==> src/hw/rtl/assert_macros.svh <==
// assertion macros shared by the rtl files
`ifndef ASSERT_MACROS_SVH
`define ASSERT_MACROS_SVH

`ifndef SYNTH

// plain property checked on every rising edge outside reset
`define ASSERT_ALWAYS(label, clk, rst_n, prop) \
	label: assert property (@(posedge clk) disable iff (!rst_n) (prop)) \
		else $error("assertion failed");

// same-cycle implication
`define ASSERT_IMPL(label, clk, rst_n, ante, cons) \
	label: assert property (@(posedge clk) disable iff (!rst_n) (ante) |-> (cons)) \
		else $error("assertion failed");

// next-cycle implication
`define ASSERT_NEXT(label, clk, rst_n, ante, cons) \
	label: assert property (@(posedge clk) disable iff (!rst_n) (ante) |=> (cons)) \
		else $error("assertion failed");

`else

`define ASSERT_ALWAYS(label, clk, rst_n, prop)
`define ASSERT_IMPL(label, clk, rst_n, ante, cons)
`define ASSERT_NEXT(label, clk, rst_n, ante, cons)

`endif

`endif

==> src/hw/rtl/xbr_pkg.sv <==
package xbr_pkg;

	// word and field widths
	localparam int unsigned WORD_W  = 32;
	localparam int unsigned BOUND_W = 31;
	localparam int unsigned CNT_W   = $clog2(WORD_W);

	// seeding recurrence
	localparam int unsigned SEED_WORDS = 4;
	localparam int unsigned IDX_W      = $clog2(SEED_WORDS);
	localparam logic [WORD_W-1:0] SEED_MULT = 32'd1812433253;

	// full-range numerator for the scaling factor
	localparam logic [WORD_W-1:0] WORD_MAX = 32'hFFFF_FFFF;

	// generator state after reset
	localparam logic [WORD_W-1:0] GEN_RESET_0 = 32'd123456789;
	localparam logic [WORD_W-1:0] GEN_RESET_1 = 32'd362436069;
	localparam logic [WORD_W-1:0] GEN_RESET_2 = 32'd521288629;
	localparam logic [WORD_W-1:0] GEN_RESET_3 = 32'd88675123;

	// request kinds
	localparam logic REQ_DRAW = 1'b0;
	localparam logic REQ_SEED = 1'b1;

	typedef enum logic [2:0] {
		ST_IDLE,
		ST_SEED,
		ST_DIV1,
		ST_MUL,
		ST_GEN,
		ST_DIV2,
		ST_DONE
	} state_t;

	// status of a bit-serial arithmetic unit
	typedef struct packed {
		logic busy;
		logic done;
	} ser_stat_t;

endpackage

==> src/hw/rtl/xbr_div_serial.sv <==
module xbr_div_serial (
	input  logic                       clk,
	input  logic                       arst_n,
	input  logic                       start,
	input  logic [xbr_pkg::WORD_W-1:0] dividend,
	input  logic [xbr_pkg::WORD_W-1:0] divisor,
	output logic [xbr_pkg::WORD_W-1:0] quotient,
	output xbr_pkg::ser_stat_t         stat
);
	import xbr_pkg::*;

	logic [WORD_W-1:0] rem_q;
	logic [WORD_W-1:0] quo_q;
	logic [WORD_W-1:0] dvs_q;
	logic [CNT_W-1:0]  cnt_q;
	logic              busy_q;
	logic              done_q;
	logic [WORD_W:0]   trial;
	logic [WORD_W:0]   diff;
	logic              ge;

	// one restoring step: bring down the next dividend bit and try to subtract
	assign trial = {rem_q, quo_q[WORD_W-1]};
	assign diff  = trial - {1'b0, dvs_q};
	assign ge    = (trial >= {1'b0, dvs_q});

	// sequencing: one quotient bit per cycle
	always_ff @(posedge clk or negedge arst_n) begin
		if (!arst_n) begin
			busy_q <= 1'b0;
			done_q <= 1'b0;
			cnt_q  <= '0;
		end else begin
			done_q <= 1'b0;
			if (start) begin
				busy_q <= 1'b1;
				cnt_q  <= '1;
			end else if (busy_q) begin
				cnt_q <= cnt_q - 1'b1;
				if (cnt_q == '0) begin
					busy_q <= 1'b0;
					done_q <= 1'b1;
				end
			end
		end
	end

	// remainder and dividend/quotient shift register
	always_ff @(posedge clk) begin
		if (start) begin
			rem_q <= '0;
			quo_q <= dividend;
			dvs_q <= divisor;
		end else if (busy_q) begin
			rem_q <= ge ? diff[WORD_W-1:0] : trial[WORD_W-1:0];
			quo_q <= {quo_q[WORD_W-2:0], ge};
		end
	end

	assign quotient  = quo_q;
	assign stat.busy = busy_q;
	assign stat.done = done_q;

endmodule

==> src/hw/rtl/xbr_mul_serial.sv <==
module xbr_mul_serial (
	input  logic                       clk,
	input  logic                       arst_n,
	input  logic                       start,
	input  logic [xbr_pkg::WORD_W-1:0] mul_a,
	input  logic [xbr_pkg::WORD_W-1:0] mul_b,
	output logic [xbr_pkg::WORD_W-1:0] product,
	output xbr_pkg::ser_stat_t         stat
);
	import xbr_pkg::*;

	logic [WORD_W-1:0] acc_q;
	logic [WORD_W-1:0] a_q;
	logic [WORD_W-1:0] b_q;
	logic [CNT_W-1:0]  cnt_q;
	logic              busy_q;
	logic              done_q;

	// sequencing: one multiplier bit per cycle
	always_ff @(posedge clk or negedge arst_n) begin
		if (!arst_n) begin
			busy_q <= 1'b0;
			done_q <= 1'b0;
			cnt_q  <= '0;
		end else begin
			done_q <= 1'b0;
			if (start) begin
				busy_q <= 1'b1;
				cnt_q  <= '1;
			end else if (busy_q) begin
				cnt_q <= cnt_q - 1'b1;
				if (cnt_q == '0) begin
					busy_q <= 1'b0;
					done_q <= 1'b1;
				end
			end
		end
	end

	// shift-add, keeping only the low word of the product
	always_ff @(posedge clk) begin
		if (start) begin
			acc_q <= '0;
			a_q   <= mul_a;
			b_q   <= mul_b;
		end else if (busy_q) begin
			if (a_q[0]) begin
				acc_q <= acc_q + b_q;
			end
			a_q <= a_q >> 1;
			b_q <= b_q << 1;
		end
	end

	assign product   = acc_q;
	assign stat.busy = busy_q;
	assign stat.done = done_q;

endmodule

==> src/hw/rtl/xoroshiro_bounded_random.sv <==
// Bounded uniform random numbers from a xoroshiro128+ generator (rotations 55, 14, 36)
// whose 128-bit state sits in four 32-bit words. A draw transaction with bound m of 2 or
// more returns a value in 0 .. m-1, unbiased by rejection; a bound of 0 or 1 returns 0 and
// leaves the generator alone. A seed transaction refills the state from a 32-bit seed and
// returns 0. One request is worked at a time; a new one is taken while the previous result
// still waits at the output. The work is done by the bit-serial divider and multiplier, which
// resolve one bit per cycle and raise a done strobe together with the last bit. A draw
// runs the scaling divide, the rejection limit multiply, one or more generator steps and
// the final divide; a seed runs four multiplies; a trivial bound goes to the output.
`include "assert_macros.svh"

module xoroshiro_bounded_random (
	input  logic        clk,
	input  logic        arst_n,
	input  logic        s_tvalid,
	output logic        s_tready,
	input  logic [63:0] s_tdata,   // [30:0] bound, [62:31] seed_value, [63] zero
	input  logic        s_tuser,   // [0] req_type
	output logic        m_tvalid,
	input  logic        m_tready,
	output logic [31:0] m_tdata    // [30:0] value, [31] zero
);
	import xbr_pkg::*;

	state_t state_q;
	state_t state_d;

	logic [WORD_W-1:0]  g_q [SEED_WORDS];
	logic [IDX_W-1:0]   idx_q;
	logic [BOUND_W-1:0] m_q;
	logic [WORD_W-1:0]  scaling_q;
	logic [WORD_W-1:0]  past_q;
	logic [BOUND_W-1:0] res_q;
	logic               out_valid_q;
	logic [BOUND_W-1:0] out_value_q;

	logic [BOUND_W-1:0] in_bound;
	logic [WORD_W-1:0]  in_seed;
	logic               in_req;

	logic [WORD_W-1:0]  mix_in;
	logic [WORD_W-1:0]  new_seed;
	logic [WORD_W-1:0]  mix_new;

	logic [2*WORD_W-1:0] s0;
	logic [2*WORD_W-1:0] s1;
	logic [2*WORD_W-1:0] sx;
	logic [2*WORD_W-1:0] n0;
	logic [2*WORD_W-1:0] n1;
	logic [WORD_W-1:0]   gen_out;
	logic                gen_hit;
	logic                out_load;

	logic              div_start;
	logic [WORD_W-1:0] div_dvd;
	logic [WORD_W-1:0] div_dvs;
	logic [WORD_W-1:0] div_quo;
	ser_stat_t         div_st;

	logic              mul_start;
	logic [WORD_W-1:0] mul_a;
	logic [WORD_W-1:0] mul_b;
	logic [WORD_W-1:0] mul_res;
	ser_stat_t         mul_st;

	localparam logic [IDX_W-1:0] SEED_LAST = IDX_W'(SEED_WORDS - 1);

	// input fields
	assign in_bound = s_tdata[BOUND_W-1:0];
	assign in_seed  = s_tdata[BOUND_W+WORD_W-1:BOUND_W];
	assign in_req   = s_tuser;

	// seed recurrence: mix, multiply serially, then add the word number
	assign mix_in   = in_seed ^ (in_seed >> 30);
	assign new_seed = mul_res + WORD_W'(idx_q) + 1'b1;
	assign mix_new  = new_seed ^ (new_seed >> 30);

	// one generator step: output is the low word of s0 + s1
	assign s0      = {g_q[1], g_q[0]};
	assign s1      = {g_q[3], g_q[2]};
	assign gen_out = g_q[0] + g_q[2];
	assign sx      = s1 ^ s0;
	assign n0      = {s0[8:0], s0[63:9]} ^ sx ^ (sx << 14);
	assign n1      = {sx[27:0], sx[63:28]};
	assign gen_hit = (gen_out < past_q);

	// serial arithmetic units
	xbr_div_serial u_div (
		.clk      (clk),
		.arst_n   (arst_n),
		.start    (div_start),
		.dividend (div_dvd),
		.divisor  (div_dvs),
		.quotient (div_quo),
		.stat     (div_st)
	);

	xbr_mul_serial u_mul (
		.clk     (clk),
		.arst_n  (arst_n),
		.start   (mul_start),
		.mul_a   (mul_a),
		.mul_b   (mul_b),
		.product (mul_res),
		.stat    (mul_st)
	);

	assign s_tready = (state_q == ST_IDLE);
	assign out_load = (state_q == ST_DONE) && (!out_valid_q || m_tready);

	// next state and unit launches
	always_comb begin
		state_d   = state_q;
		div_start = 1'b0;
		div_dvd   = WORD_MAX;
		div_dvs   = {1'b0, in_bound};
		mul_start = 1'b0;
		mul_a     = mix_in;
		mul_b     = SEED_MULT;
		unique case (state_q)
			ST_IDLE: begin
				if (s_tvalid) begin
					if (in_req == REQ_SEED) begin
						mul_start = 1'b1;
						state_d   = ST_SEED;
					end else if (in_bound > BOUND_W'(1)) begin
						div_start = 1'b1;
						state_d   = ST_DIV1;
					end else begin
						state_d = ST_DONE;
					end
				end
			end
			ST_SEED: begin
				if (mul_st.done) begin
					if (idx_q == SEED_LAST) begin
						state_d = ST_DONE;
					end else begin
						mul_start = 1'b1;
						mul_a     = mix_new;
					end
				end
			end
			ST_DIV1: begin
				if (div_st.done) begin
					mul_start = 1'b1;
					mul_a     = div_quo;
					mul_b     = {1'b0, m_q};
					state_d   = ST_MUL;
				end
			end
			ST_MUL: begin
				if (mul_st.done) begin
					state_d = ST_GEN;
				end
			end
			ST_GEN: begin
				if (gen_hit) begin
					div_start = 1'b1;
					div_dvd   = gen_out;
					div_dvs   = scaling_q;
					state_d   = ST_DIV2;
				end
			end
			ST_DIV2: begin
				if (div_st.done) begin
					state_d = ST_DONE;
				end
			end
			ST_DONE: begin
				if (out_load) begin
					state_d = ST_IDLE;
				end
			end
			default: begin
				state_d = ST_IDLE;
			end
		endcase
	end

	// state register
	always_ff @(posedge clk or negedge arst_n) begin
		if (!arst_n) begin
			state_q <= ST_IDLE;
		end else begin
			state_q <= state_d;
		end
	end

	// generator words and seed word index
	always_ff @(posedge clk or negedge arst_n) begin
		if (!arst_n) begin
			g_q[0] <= GEN_RESET_0;
			g_q[1] <= GEN_RESET_1;
			g_q[2] <= GEN_RESET_2;
			g_q[3] <= GEN_RESET_3;
			idx_q  <= '0;
		end else begin
			if (state_q == ST_IDLE) begin
				idx_q <= '0;
			end else if (state_q == ST_SEED && mul_st.done) begin
				g_q[idx_q] <= new_seed;
				idx_q      <= idx_q + 1'b1;
			end else if (state_q == ST_GEN) begin
				g_q[0] <= n0[WORD_W-1:0];
				g_q[1] <= n0[2*WORD_W-1:WORD_W];
				g_q[2] <= n1[WORD_W-1:0];
				g_q[3] <= n1[2*WORD_W-1:WORD_W];
			end
		end
	end

	// draw operands and result
	always_ff @(posedge clk) begin
		if (state_q == ST_IDLE && s_tvalid) begin
			m_q   <= in_bound;
			res_q <= '0;
		end
		if (state_q == ST_DIV1 && div_st.done) begin
			scaling_q <= div_quo;
		end
		if (state_q == ST_MUL && mul_st.done) begin
			past_q <= mul_res;
		end
		if (state_q == ST_DIV2 && div_st.done) begin
			res_q <= div_quo[BOUND_W-1:0];
		end
		if (out_load) begin
			out_value_q <= res_q;
		end
	end

	// output register
	always_ff @(posedge clk or negedge arst_n) begin
		if (!arst_n) begin
			out_valid_q <= 1'b0;
		end else if (out_load) begin
			out_valid_q <= 1'b1;
		end else if (m_tready) begin
			out_valid_q <= 1'b0;
		end
	end

	assign m_tvalid = out_valid_q;
	assign m_tdata  = {1'b0, out_value_q};

	// checks
	`ASSERT_IMPL(a_div_done_owned, clk, arst_n, div_st.done, (state_q == ST_DIV1 || state_q == ST_DIV2))
	`ASSERT_IMPL(a_mul_done_owned, clk, arst_n, mul_st.done, (state_q == ST_MUL || state_q == ST_SEED))
	`ASSERT_IMPL(a_draw_in_range, clk, arst_n, (state_q == ST_DIV2 && div_st.done), (div_quo < {1'b0, m_q}))
	`ASSERT_IMPL(a_idle_units_free, clk, arst_n, s_tready, (!div_st.busy && !mul_st.busy))

endmodule

==> config.mk <==
export PLATFORM = sky130hd
export DESIGN_NAME = xoroshiro_bounded_random
export DESIGN_NICKNAME = d
export VERILOG_FILES = /design/src/hw/rtl/xbr_pkg.sv /design/src/hw/rtl/xbr_div_serial.sv /design/src/hw/rtl/xbr_mul_serial.sv /design/src/hw/rtl/xoroshiro_bounded_random.sv
export VERILOG_INCLUDE_DIRS = /design/src /design/src/hw/rtl
export SDC_FILE = /design/constraint.sdc
export NUM_CORES = 1
export LEC_CHECK = 0
export BUFFER_PORTS_ARGS = -buffer_cell sky130_fd_sc_hd__buf_2
export CORE_MARGIN = 1
export CORE_UTILIZATION = 43
export DETAILED_ROUTE_END_ITERATION = 12
export PLACE_DENSITY = 0.65
export SLEW_MARGIN = 25
export SYNTH_ARGS = -nofsm -noshare
export SYNTH_HDL_FRONTEND = slang
export SYNTH_SLANG_ARGS = --single-unit
==> constraint.sdc <==
create_clock -name clk -period 11.5 [get_ports clk]
set_clock_uncertainty 0.2 [all_clocks]
set_input_delay 2.875 -clock clk [delete_from_list [all_inputs] [get_ports clk]]
set_output_delay 2.875 -clock clk [all_outputs]
set_load 0.02 [all_outputs]
; ---- Yosys cells after proc, flatten, opt, wreduce, memory -nomap -nowiden
; Index checks and enable logic that the tools add are counted.
[totals]
in_bits = 69
wordCells = 148
reg_bits = 497
mem_bits_rw = 0
romBits = 0
latchBits = 0
n_memories = 0
output_inout_bits = 34
[classes]
n_eq_ne = 15
n_div = 0
multipliers = 0
bitwise = 7
reduce_logical = 22
n_addsub = 8
mux = 66
n_shift = 0
order_cmp = 5
[op_table]
columns = operator, count
row1 = $mux W32, 13
row2 = $mux W128, 2
row3 = $xor A64 B64 Y64, 3
row4 = $mux W31, 6
row5 = $bwmux W128, 1
row6 = $add A32 B32 Y32, 2
row7 = $demux W32 S2, 1
row8 = $pmux W32 S2, 1
row9 = $xor A32 B2 Y32, 2
row10 = $ge A33 B32 Y1, 1
row11 = $add A32 B1 Y32 const B, 1
row12 = $add A32 B2 Y32, 1
row13 = $lt A32 B32 Y1, 1
row14 = $sub A32 B32 Y32, 1
row15 = $gt A31 B1 Y1 const B, 1
row16 = $mux W3, 10
row17 = $mux W1, 23
row18 = $pmux W3 S7, 1
row19 = $mux W5, 4
row20 = $reduce_bool A2 Y1, 6
row21 = $logic_not A5 Y1, 2
row22 = $sub A5 B1 Y5 const B, 2
row23 = $eq A3 B3 Y1 const B, 3
row24 = $ne A2 B1 Y1 const B, 4
row25 = 18 further kinds, 31

; ---- Depth between registers and ports, before layout
[logic_depth]
depth_word = 7
depth_mapped = 25
ltp_nobuf = 24

; ---- Modules after synthesis
; Synthesis repeated with hierarchy kept, for this count alone.
[hier_totals]
hier_cells = 2675
area_unflattened_um2 = 28539.9
[by_module_without_submodules]
columns = mod, n_inst, seq_area_each_um2, area_per_inst_um2, cells_per_inst
row1 = xoroshiro_bounded_random, 1, 8144.1, 16733.5, 1565
row2 = xbr_div_serial, 1, 2737.6, 5930.7, 560
row3 = xbr_mul_serial, 1, 2737.6, 5875.6, 550

; ---- Worst setup path after synthesis
; No wires, ideal clock.
[synth_timing]
path_type = input-to-reg
startpoint = input port s_tvalid
endpoint = register u_mul.a_q[0] (enable)
path_buffers = 2
arrival_ps = 5725
path_slack_ps = 5151
stages = 7
setup_time_ps = 424
required_ps = 10876
cell_sequence = nand2_1 > inv_1 > nand2_1 > and3_1 > clkbuf_1 > clkbuf_1 > nand2_1
[synth_between]
elab_chain_len = 3
[synth_rtl]
columns = item, line
row1 = from (decl), xoroshiro_bounded_random.sv:15  ; input logic s_tvalid,
row2 = $mux W1, xoroshiro_bounded_random.sv:122  ; if (s_tvalid) begin
row3 = $pmux W1 S3, xoroshiro_bounded_random.sv:120  ; unique case (state_q)
row4 = $reduce_bool A2 Y1 (no line), -
row5 = to (signal assigned), xbr_mul_serial.sv:44  ; a_q <= mul_a;
row6 = to (signal assigned), xbr_mul_serial.sv:50  ; a_q <= a_q >> 1;
row7 = to (decl), xbr_mul_serial.sv:13  ; logic [WORD_W-1:0] a_q;
; Every way passes these cells.
; A chain may end at the register's enable or synchronous reset.

; ---- Final worst setup path
[layout_timing]
startpoint = register g_q[96] (netlist name)
endpoint = register u_div.rem_q[1]
[layout_between]
elab_chain_len = 4
[layout_rtl]
columns = item, line
row1 = from (decl), xoroshiro_bounded_random.sv:28  ; logic [WORD_W-1:0] g_q [SEED_WORDS];
row2 = "from (signal, indexed assignment)", xoroshiro_bounded_random.sv:202  ; g_q[idx_q] <= new_seed;
row3 = $add A32 B32 Y32, xoroshiro_bounded_random.sv:81  ; assign gen_out = g_q[0] + g_q[2];
row4 = $lt A32 B32 Y1, xoroshiro_bounded_random.sv:85  ; assign gen_hit = (gen_out < past_q);
row5 = $mux W1, xoroshiro_bounded_random.sv:158  ; if (gen_hit) begin
row6 = $pmux W1 S2, xoroshiro_bounded_random.sv:120
row7 = named net div_start, xoroshiro_bounded_random.sv:54  ; logic div_start;
row8 = to (signal assigned), xbr_div_serial.sv:55  ; rem_q <= ge ? diff[WORD_W-1:0] : trial[WORD_W-1:0];
row9 = to (decl), xbr_div_serial.sv:12  ; logic [WORD_W-1:0] rem_q;
; The timed path passes the listed nets, and every way through them passes these cells.

==> metrics.yaml <==
run_status:
  status: "completed"
placed_design:
  dp.cells: 3467
  place.gp.congestion: 0.961
  dp_hpwl_mm: 60.9
  io_buffer_count: 100
global_route:
  first_global_vias: 20483
  grt_usage: 0.262
  grt_pass1_wl_mm: 127
  antenna_found_initial: 3
  grt_max_degree: 93
  gr-total-overflow: 0
finish:
  fin_nets: 2886
  finalNonFillerCells: 3575
  nFillCells: 5684
  post-route-util: 0.487
  area_growth_syn_to_layout_pct: 11.9
  drive_above_1_share: 0.129
logic_synthesis:
  syn-mean-instance-area_um2: 10.3
  synthFlopType: "edfxtp_1"
  ys_ff_latch: 497
  synth_area_um2: 27400
  synth_edf_count: 285
  yosys_warnings: 0
  ys_seq_area_frac: 0.497
  syn_nets: 2863
  syn_inst: 2655
  synth_cell_types: 84
  async_flop_share: 0.298
power:
  peakVddDrop_v: 0.000148
  power.density_nw_per_um2: 355
  leakagePower_nw: 12.5
clock_tree:
  cts_buffer_depth: 3
  cts_inserted_buffers: 55
  cts_hold_buf: 0
  clkLatencyLatePin_ns: 0.65
  htreeDepth: 2
  cts_tree: "done"
  cts-root-buf: "clkbuf_16"
  post_cts_buffers: 0
  cts.sinks: 497
  cts_resized: 0
  cts.clk_slew.worst_paths_ns: 0.06
floorplan:
  rows: 92
  die_x_um: 254
  start_util: 0.435
  die_area_um2: 64700
  core_region_area_um2: 63000
  fp.dieH_um: 254
  io_pins: 103
sta:
  worst_pin_slew_ns: 1.19
  drv_slew: 0
  rsz0062_at_grt: "no"
  relSlewSlack: 0.198
  hold_violations: 0
  fmax_mhz: 142
  fin_crit_sh: 0.613
  setup_viol: 0
  fin_crit_ns: 7.05
  tns_ns: 0
setup_path:
  cpLargestDelayFamily: "compound AO/OA/AOI/OAI gates"
  crit_top_cell: "a21oi_1"
  critPathMaxStageDelay_ns: 0.75
  criticalPathCategory: "flip-flop to flip-flop"
  reg2regPathDepth: 24
  path_depth: 24
  crit_slowest_cell: "inv_2"
  start_kind: "flip-flop"
  endpoint_kind: "flip-flop"
  cp_max_fo: 43
  arrival_ns: 7.36
  r2r_slack_ns: 4.45
  crit_required_ns: 11.81
  crit_buf_inv: 4
  cp_cell_sequence: "ha_1 > inv_1 > fa_1 > inv_1 > a21oi_1 > o21bai_1 > a31oi_1 > o21a_1 > o31a_1 > o31a_1 > o31ai_1 > a21oi_1 > xnor2_1 > ha_1 > a21o_1 > a21oi_1 > nand3_1 > a211oi_1 > a211o_1 > a21oi_2 > buf_4 > inv_2 > nor3b_1 > or3_1"
detailed_routing:
  via_per_inst: 5.93
  detail_route.drc_violations: 0
  wl_per_cell_um: 24.0
  drtIter0Drc: 2015
  num_vias: 21191
  first_pass_iters: 6
  ant_nets: 0
  routed_wl_mm: 85.7
worst_hold_path:
  hold_class: "flip-flop to flip-flop"
  holdPathStages: 0
job:
  max-cap-violations: 0
-- cell families (layout without fill, tap and decap cells) --
logic type | count (synthesis) | in the layout | synth area share
adders and majority gates | 139 | 139 | 0.0646
xor gates and xnor gates | 270 | 270 | 0.0864
AOI/OAI and AO/OA | 732 | 732 | 0.174
DFF | 497 | 497 | 0.497
muxes | 62 | 62 | 0.0242
buffers and inverters | 268 | 338 | 0.0387
other | 1 | 5 | 0.000137
and+or+nand+nor | 686 | 686 | 0.115
-- placed cells by master (no fill, tap or decap), drive strengths merged, types with 34 or more instances in the layout --
cell type / netlist / final
dfstp: 61 / 61
buf: 23 / 128
mux2: 34 / 34
and2: 45 / 45
clkbuf: 139 / 69
nand2: 202 / 202
dfxtp: 64 / 64
ha: 135 / 135
nor2: 248 / 248
xnor2: 184 / 184
edfxtp: 285 / 285
a22oi: 66 / 66
xor2: 86 / 86
dfrtp: 87 / 87
inv: 106 / 108
nand3: 42 / 42
o21ai: 141 / 141
a21oi: 225 / 225
a21o: 75 / 75
-- per-stage QoR --
step | power [mW] | setup slack (ns) | cell area, um^2 | hold slack [ns]
finish | 10.9 | 4.45 | 30600 | 0.214
global route | 11.5 | 4.21 | 30600 | 0.218
CTS | 10.8 | 4.62 | 30600 | 0.213
detailed placement | 8.80 | 4.67 | 28600 | 0.205
global placement | 8.66 | 4.75 | 28600 | 0.203
floorplan | 7.24 | 5.15 | 27400 | 0.200
-- worst register-to-register path: cells and delay by family, from the launching register on --
kind / cells / cell delay (ns)
XOR/XNOR: 1 / 0.34
AO/OA/AOI/OAI: 13 / 3.05
buffers and inverters: 4 / 1.23
AND/OR/NAND/NOR: 3 / 0.59
adder cells (fa/ha/maj): 3 / 0.96
flip-flops: 1 / 0.57
-- metal layers --
metal	part of all wire	up-vias	track usage	wire, um
li1	-	9649	-	-
met1	0.41	10452	0.335	35200
met2	0.46	907	0.422	39800
met3	0.083	183	0.0602	7100
met4	0.042	0	0.116	3570
met5	0	-	0	0
-- flip-flops by register name (all words and copies together) (netlist names), 2 cells and up --
name and flops:
res_q 31, u_mul.product 32, u_div.dvs_q 32, u_div.rem_q 32, idx_q 2, scaling_q 32
u_mul.a_q 32, u_mul.b_q 32, out_value_q 31, g_q 128, m_q 31, state_q 3
u_div.cnt_q 5, u_mul.cnt_q 5, u_div.quotient 32, past_q 32
-- cell usage after synthesis (61+ instances only) --
cell type | number | area share
inv_1 | 105 | 0.014
a21o_1 | 74 | 0.020
a21oi_1 | 223 | 0.041
xor2_1 | 86 | 0.028
dfrtp_1 | 87 | 0.080
nand2_1 | 201 | 0.028
dfxtp_1 | 64 | 0.047
nor2_1 | 248 | 0.034
clkbuf_1 | 139 | 0.019
o21ai_0 | 135 | 0.025
xnor2_1 | 184 | 0.059
dfstp_2 | 61 | 0.059
a22oi_1 | 66 | 0.018
ha_1 | 135 | 0.062
edfxtp_1 | 285 | 0.31
-- power breakdown --
group	leakage (nW)	switching (mW)	total, mW	internal (mW)
clock network	0.985	0.779	1.97	1.19
logic	6.55	3.28	5.53	2.25
registers	4.96	0.654	3.38	2.73
total	12.5	4.71	10.9	6.18
-- cell type report --
cell class                 count  area [um^2]  area share
clock inverter                35          532      0.0174
tap                          846         1060      0.0345
inverter                     106          398      0.0130
timing repair buffer         128          721      0.0235
sequential                   497        13600       0.445
clock buffer                  69         1490      0.0486
antenna                        4         10.0    0.000327
multi-input combinational   1890        12800       0.418
-- final timing paths --
check	to	startpoint
max	u_div.rem_q[1]	g_q[96]
min	out_value_q[10]	res_q[10]
max reg2reg	u_div.rem_q[1]	g_q[96]
min reg2reg	out_value_q[10]	res_q[10]
max in group asynchronous	idx_q[0]	arst_n
min in group asynchronous	g_q[23]	arst_n
No activity file was read; power rests on OpenSTA's default activity.
